**config.mk**
```make
export PLATFORM = sky130hd
export DESIGN_NAME = jac3_ctrl
export DESIGN_NICKNAME = d
export VERILOG_FILES = /design/src/rtl/core/jac3_pkg.sv /design/src/rtl/core/jac3_ctrl.sv
export SDC_FILE = /design/constraint.sdc
export NUM_CORES = 1
export LEC_CHECK = 0
export BUFFER_PORTS_ARGS = -buffer_cell sky130_fd_sc_hd__buf_2
export CORE_AREA = 2 2 66 68
export DETAILED_ROUTE_END_ITERATION = 8
export DIE_AREA = 0 0 68 70
export PLACE_DENSITY = 0.82
export SLEW_MARGIN = 20
export SYNTH_ARGS = -nofsm -noshare
export SYNTH_HDL_FRONTEND = slang
export SYNTH_SLANG_ARGS = --single-unit
```
**constraint.sdc**
```tcl
create_clock -name i_clk -period 2.2 [get_ports i_clk]
set_input_delay 0.22 -clock i_clk [delete_from_list [all_inputs] [get_ports i_clk]]
set_output_delay 0.22 -clock i_clk [all_outputs]
set_load 0.03 [all_outputs]
```
**src/rtl/core/jac3_pkg.sv**
```systemverilog
// Package for the 3x3 symmetric Jacobi eigen-solver.
// Holds payload structs, state codes, controller/datapath command structs and the arctan table.
// No dependencies.
package jac3_pkg;

    localparam int CordicSteps = 16;
    localparam int StepW = 5;
    localparam int AccW = 48;
    localparam logic [StepW-1:0] LastStep = StepW'(((CordicSteps < 32) ? CordicSteps : 32) - 1);
    localparam logic signed [AccW-1:0] HalfPi = 48'sd1686629713;
    localparam logic signed [AccW-1:0] GainInv = 48'sd652032874;
    localparam logic [5:0] MaxSweepsReset = 6'd50;

    typedef enum logic [1:0] {
        REG_MAX_SWEEPS = 2'd0,
        REG_TOLERANCE  = 2'd1
    } t_reg_idx;

    typedef struct packed {
        logic signed [31:0] a00;
        logic signed [31:0] a01;
        logic signed [31:0] a02;
        logic signed [31:0] a11;
        logic signed [31:0] a12;
        logic signed [31:0] a22;
    } t_in_item;

    typedef struct packed {
        logic signed [33:0] eigenvalue;
        logic signed [15:0] vec_x;
        logic signed [15:0] vec_y;
        logic signed [15:0] vec_z;
        logic [1:0]         pair_index;
        logic               converged;
        logic               last;
    } t_out_item;

    typedef enum logic [9:0] {
        S_IDLE   = 10'b0000000001,
        S_CHECK  = 10'b0000000010,
        S_VSETUP = 10'b0000000100,
        S_VEC    = 10'b0000001000,
        S_ROT    = 10'b0000010000,
        S_PROD   = 10'b0000100000,
        S_UPD    = 10'b0001000000,
        S_SORT   = 10'b0010000000,
        S_EMIT   = 10'b0100000000,
        S_SUM    = 10'b1000000000
    } t_state;

    typedef struct packed {
        logic       load;
        logic       sum;
        logic       vsetup;
        logic       vinit;
        logic       vstep;
        logic       rsetup;
        logic       rstep;
        logic       prod;
        logic [2:0] upd;
        logic [1:0] pair;
        logic [StepW-1:0] step;
        logic       sort;
        logic [1:0] sort_phase;
        logic       emit;
        logic [1:0] rank;
    } t_cmd;

    typedef struct packed {
        logic off_ok;
    } t_status;

    function automatic logic signed [AccW-1:0] atan_lut(input logic [StepW-1:0] k);
        logic signed [AccW-1:0] r;
        begin
            case (k)
                5'd0: r = 48'sd843314856;
                5'd1: r = 48'sd497837829;
                5'd2: r = 48'sd263043836;
                5'd3: r = 48'sd133525158;
                5'd4: r = 48'sd67021686;
                5'd5: r = 48'sd33543515;
                5'd6: r = 48'sd16775850;
                5'd7: r = 48'sd8388437;
                5'd8: r = 48'sd4194282;
                5'd9: r = 48'sd2097149;
                5'd31: r = '0;
                default: r = 48'sd1 <<< (30 - k);
            endcase
            return r;
        end
    endfunction

endpackage

```
**src/rtl/core/jac3_ctrl.sv**
```systemverilog
// Controller of the Jacobi eigen-solver: sweep, pair and CORDIC step sequencing.
// Depends on jac3_pkg; commands jac3_datapath.
module jac3_ctrl import jac3_pkg::*; (
    input  logic    i_clk,
    input  logic    i_rst_n,
    input  logic    i_start,
    input  logic [5:0] i_max_sweeps,
    input  t_status i_status,
    output t_cmd    o_cmd,
    output logic    o_busy,
    output logic    o_strobe,
    output logic    o_conv
);

    t_state r_state, n_state;
    logic [5:0] r_sweeps, n_sweeps;
    logic [1:0] r_pair, n_pair;
    logic [StepW-1:0] r_step, n_step;
    logic [2:0] r_sub, n_sub;
    logic r_rot, n_rot;
    logic r_conv, n_conv;
    logic [1:0] r_rank, n_rank;

    always_comb begin
        n_state = r_state; n_sweeps = r_sweeps; n_pair = r_pair; n_step = r_step;
        n_sub = r_sub; n_rot = r_rot; n_conv = r_conv; n_rank = r_rank;
        o_cmd = '0;
        o_cmd.pair = r_pair;
        o_cmd.step = r_step;
        o_cmd.rank = r_rank;
        o_cmd.sort_phase = r_sub[1:0];
        case (r_state)
            S_IDLE: begin
                if (i_start) begin
                    o_cmd.load = 1'b1;
                    n_state = S_SUM; n_sweeps = '0; n_conv = 1'b0;
                end
            end
            S_SUM: begin
                o_cmd.sum = 1'b1;
                n_state = S_CHECK;
            end
            S_CHECK: begin
                if (i_status.off_ok) begin
                    n_conv = 1'b1; n_state = S_SORT; n_sub = '0;
                end else if (r_sweeps >= i_max_sweeps) begin
                    n_state = S_SORT; n_sub = '0;
                end else begin
                    n_pair = 2'd0; n_state = S_VSETUP;
                end
            end
            S_VSETUP: begin
                o_cmd.vsetup = 1'b1;
                n_step = '0; n_rot = 1'b0; n_state = S_VEC;
            end
            S_VEC: begin
                // First cycle loads and pre-rotates; then one CORDIC step a cycle.
                if (!r_rot) begin
                    o_cmd.vinit = 1'b1;
                    n_rot = 1'b1;
                end else begin
                    o_cmd.vstep = 1'b1;
                    if (r_step == LastStep) begin
                        n_state = S_ROT; n_step = '0; n_rot = 1'b0;
                    end else begin
                        n_step = r_step + 1'b1;
                    end
                end
            end
            S_ROT: begin
                if (!r_rot) begin
                    o_cmd.rsetup = 1'b1; n_rot = 1'b1;
                end else begin
                    o_cmd.rstep = 1'b1;
                    if (r_step == LastStep) begin
                        n_state = S_PROD;
                    end else begin
                        n_step = r_step + 1'b1;
                    end
                end
            end
            S_PROD: begin
                o_cmd.prod = 1'b1;
                n_sub = 3'd1; n_state = S_UPD;
            end
            S_UPD: begin
                o_cmd.upd = r_sub;
                if (r_sub == 3'd4) begin
                    if (r_pair == 2'd2) begin
                        n_sweeps = r_sweeps + 1'b1; n_state = S_SUM;
                    end else begin
                        n_pair = r_pair + 1'b1; n_state = S_VSETUP;
                    end
                end else begin
                    n_sub = r_sub + 1'b1;
                end
            end
            S_SORT: begin
                o_cmd.sort = 1'b1;
                if (r_sub == 3'd2) begin
                    n_state = S_EMIT; n_rank = '0;
                end else begin
                    n_sub = r_sub + 1'b1;
                end
            end
            S_EMIT: begin
                o_cmd.emit = 1'b1;
                if (r_rank == 2'd2) n_state = S_IDLE;
                else n_rank = r_rank + 1'b1;
            end
            default: n_state = S_IDLE;
        endcase
    end

    assign o_busy = (r_state != S_IDLE);
    assign o_strobe = (r_state == S_EMIT);
    assign o_conv = r_conv;

    always_ff @(posedge i_clk) begin
        if (!i_rst_n) begin
            r_state <= S_IDLE; r_sweeps <= '0; r_pair <= '0; r_step <= '0;
            r_sub <= '0; r_rot <= 1'b0; r_conv <= 1'b0; r_rank <= '0;
        end else begin
            r_state <= n_state; r_sweeps <= n_sweeps; r_pair <= n_pair; r_step <= n_step;
            r_sub <= n_sub; r_rot <= n_rot; r_conv <= n_conv; r_rank <= n_rank;
        end
    end

endmodule

```
=== After elaboration in Yosys (flattened, before gate mapping) ===
Cells that the tools add are included.

* Register bits: 30
* Bits in latches: 0
* Bits in writable memories: 0
* Memory bits (read-only): 0
* Input bits: 10
* Output and inout bits: 27
* Word-level logic and storage cells: 113
* Memories: 0

* Add/subtract/negate cells: 5
* Multiply operators: 0
* Div/mod/pow operators: 0
* Order comparisons: 1
* Equality and inequality tests: 34
* Shift operators: 0
* Muxes and demuxes: 52
* Bitwise gates (word level): 0
* Reduce and logical (&&, ||, !) cells: 13

{| class="wikitable"
|+ Operator list
! cell !! number
|-
| 10-bit 2-to-1 mux || 10
|-
| 10-bit case mux with 10 select lines || 1
|-
| 2-bit != test (second input constant) || 16
|-
| 5-bit 2-to-1 mux || 4
|-
| 6-bit 2-to-1 mux || 3
|-
| 2-bit 2-to-1 mux || 8
|-
| 3-bit 2-to-1 mux || 5
|-
| 5-bit case mux with 3 select lines || 1
|-
| 1-bit 2-to-1 mux || 13
|-
| 3-bit case mux with 4 select lines || 1
|-
| 6-bit case mux with 2 select lines || 1
|-
| 4-bit AND reduction || 3
|-
| 10-bit by 1-bit == test with 1-bit output (second input constant) || 1
|-
| 10-bit == test (second input constant) || 1
|-
| 10-bit by 2-bit == test with 1-bit output (second input constant) || 1
|-
| 10-bit by 3-bit == test with 1-bit output (second input constant) || 1
|-
| 10-bit by 4-bit == test with 1-bit output (second input constant) || 1
|-
| 10-bit by 5-bit == test with 1-bit output (second input constant) || 1
|-
| 10-bit by 6-bit == test with 1-bit output (second input constant) || 1
|-
| 10-bit by 7-bit == test with 1-bit output (second input constant) || 1
|-
| 10-bit by 8-bit == test with 1-bit output (second input constant) || 1
|-
| 10-bit by 9-bit == test with 1-bit output (second input constant) || 1
|-
| 10-bit by 1-bit != test with 1-bit output (second input constant) || 1
|-
| 8-bit 2-to-1 mux || 1
|-
| 20 further kinds || 27
|}

=== Logic depth before layout (Yosys ltp) ===
* Depth after elaboration: 4
* Mapped depth: 7
* Mapped depth without buffers: 7

=== Worst setup path after synthesis ===
OpenSTA, ideal clock, no wires.

* Path type: reg2reg
* From: reg r_state[6]
* To: reg r_sub[2]
* Setup time: 0.070 ns
* Arrival: 1.956 ns
* Data required time: 2.130 ns
* Path slack: 0.173 ns
* Stages on the path, launching flop included: 6
* Buffers on the path: 0
* Clock period less this slack: 2.027 ns
* Cell sequence: dfxtp_1 > nor4_4 > nand3_1 > a32o_1 > or4_1 > a21oi_1

* Cells in the longest elaborated chain, start to end: 3
* Elaborated cells between the ends (all ways): 10
* Classes of those cells: eq/ne (7); mux (1); reduce/logical (2)

{| class="wikitable"
|+ RTL lines
! element !! RTL line !! RTL
|-
| start: declaration || jac3_ctrl.sv:15 || <nowiki>t_state r_state, n_state;</nowiki>
|-
| start signal: assignment || jac3_ctrl.sv:124 || <nowiki>r_state <= n_state; r_sweeps <= n_sweeps; r_pair <= n_pair; r_step <= n_step;</nowiki>
|-
| 10-bit by 2-bit == test with 1-bit output (tied with other cells) || jac3_ctrl.sv:32 || <nowiki>case (r_state)</nowiki>
|-
| 3-bit != test (no line) (tied with other cells) || -- ||
|-
| 4-bit AND reduction (no line) || -- ||
|-
| end signal: assignment || jac3_ctrl.sv:125 || <nowiki>r_sub <= n_sub; r_rot <= n_rot; r_conv <= n_conv; r_rank <= n_rank;</nowiki>
|-
| end: declaration || jac3_ctrl.sv:19 || <nowiki>logic [2:0] r_sub, n_sub;</nowiki>
|}

Several ways; a longest one is shown, not always the timed one.
A chain may end at the register's enable or synchronous reset.

==> flow_summary.ini <==
[synth]
synthDistinctLibCells = 49
syn_nets = 268
yosysTopAreaCellShare_pct = 30.34
synth_edf_count = 0
synth_flop_cell = dfxtp_1
synth_area_leaders = dfxtp_1 30%, ha_1 9.5%, nand3_1 4.6%
syn_avg_cell_area_um2 = 8.146
synthArstFlopShare_pct = 0
synth_area_um2 = 1979
yosys_warnings = 0
ys_ff_latch = 30
synth_cells = 243
synth_top_area_cell = dfxtp_1
seq_area_frac_synth_pct = 30.34

[placement]
io_buffer_count = 36
dpl.hpwl_um = 3641
dpl-instance-area_um2 = 2280
gp_congestion = 0.8839

[detailed_routing]
drtAntennaViolNets = 0
routed_wl_um = 4987
vias_per_cell = 5.811
wl_per_cell_um = 14.50
first_pass_iters = 4
drtIter0Drc = 99
vias = 1999
drc = 0

[clock_network]
cts_root_buf = clkbuf_8
insertion_delay_ns = 0.28
htreeDepth = 2
clkSinkCount = 30
postCtsHoldBufs = 0
clk_path_buf_depth = 2
cts_buffers = 5
cts_tree = done
clk_pin_slew_ns = 0.06

[final_layout]
mostFrequentLayoutCell = buf_2
final_area_um2 = 2402
post_route_cells_drive_above_1_share_pct = 24.32
num-nets-final = 318
postLayoutCoreUtil_pct = 57.97
final_cell_mix = 36 x buf_2, 30 x dfxtp_1, 20 x inv_1
antenna_cells = 0
syn_to_final_growth_pct = 21.37

[worst_hold_path]
hold_class = in2reg

[floorplan]
placementRows = 24
die_area_um2 = 4760
start_util_pct = 47.77
die_w_um = 68
coreArea_um2 = 4144
die_h_um = 70
ioPinCount = 37

[global_route]
grt_use_total_pct = 21.47
grt_start_max_net_pins = 18
grt_use_met1_pct = 28.61
grt_pass1_wl_um = 7983
antenna_found_initial = 0
top_usage_layer = met2
grt_use_met2_pct = 33.12
grt_pass1_vias = 1802
use_met3_pct = 5.636
grt-ovfl-total = 0

[setup_path]
cp.arrival_ns = 1.92
path_class = reg2out
crit_path_end_kind = output port
worstPathRequired_ns = 1.98
crit_path_max_fanout = 5
cp-start-kind = flip-flop

[sta]
post-route-min-period_ns = 2.144
setup_viol_count_final = 0
tightest_slew_ns = 0.5454
finalSetupTns_ns = 0
fin_hold_ws_ns = 0.2840
hold_violations = 0
fmax_mhz = 466.5
maxSlewViolCount = 0
skew_ns = 0.005525
slew_headroom_pct = 62.70
period_share_pct = 97.45

[run_status]
run_status = finished, final reports clean

[run]
max_cap_violations = 0

[power]
p_per_area_nw_per_um2 = 472.6
max-vdd-ir-drop_uv = 284.8
leakagePower_nw = 1.107
[Yosys cell counts, drive strengths merged, types with 5 or more instances]
master,number
dfxtp,30
inv,20
nand2,18
nand3,18
nor2,18
ha,15
a21oi,13
o21ai,9
nor2b,8
and2,6
and3,6
nor4,6
nand2b,5
[area by class of cell]
type	instances	area [um^2]
Inverter	20	75.07
Multi-Input combinational cell	185	1286
Fill cell	374	1742
Tap cell	52	65.06
Clock buffer	6	82.58
Timing Repair Buffer	51	292.8
Sequential cell	30	600.6
[critical path, cell delays in order (launching register included)]
cell and delay [ns]:
dfxtp_1 0.33, buf_4 0.16, or4_1 0.63, nor3_2 0.19
and2_1 0.14, buf_2 0.19
[stage by stage]
step                setup slack [ns]  instances  power [mW]
global placement              0.1158        336      0.6974
CTS                          0.01576        342       1.136
detailed placement           0.03786        336      0.7004
global route               -0.002575        344       1.180
floorplan                     0.1732        243      0.6584
finish                       0.05616        344       1.135
[report_power, final]
part | internal, mW | leakage [nW] | switching, mW | total, mW
Clock | 0.241 | 0.0431 | 0.197 | 0.437
Combinational | 0.0531 | 0.822 | 0.0869 | 0.140
Sequential | 0.548 | 0.242 | 0.0102 | 0.558
Total | 0.842 | 1.11 | 0.294 | 1.14
[what timing repair did]
| item | in CTS | in global routing |
|---|---|---|
| hold endpoints to repair | 0 | 0 |
| gates resized for setup | 1 | 5 |
| pin swaps | 0 | 4 |
| setup endpoints to repair | 1 | 10 |
| buffers inserted | 0 | 2 |
| cloned | 0 | 0 |
[worst paths after layout]
path | depth (start not counted) | start | endpoint | slack (ns)
hold / removal | 3 | i_status | o_conv | 0.28
hold reg to reg | 2 | r_rank[0] | r_rank[0] | 0.48
setup / recovery | 5 | r_state[4] | o_cmd[15] | 0.06
setup reg to reg | 6 | r_sweeps[4] | r_pair[1] | 0.12
[kinds of logic (layout without fill, tap and decap cells)]
group | after synthesis | after routing | synth area share [%]
muxes | 4 | 4 | 2.086
xor gates and xnor gates | 5 | 5 | 2.212
adders and majority gates | 15 | 15 | 9.482
AOI/OAI and AO/OA | 55 | 55 | 19.09
DFF | 30 | 30 | 30.34
and+or+nand+nor | 106 | 106 | 30.85
buffers and inverters | 28 | 77 | 5.941
[sequential cells by signal (all words and copies together), names as in the netlist]
name      count
r_sub         3
r_rot         1
r_pair        2
r_state      10
r_sweeps      6
o_conv        1
r_rank        2
r_step        5
[layer usage]
metal | up-vias | share of wire, %
li1 | 986 | -
met5 | - | 0
met3 | 11 | 5.4
met1 | 932 | 46
met4 | 0 | 1.6
met2 | 70 | 47
Power figures use the tool's default switching activity.
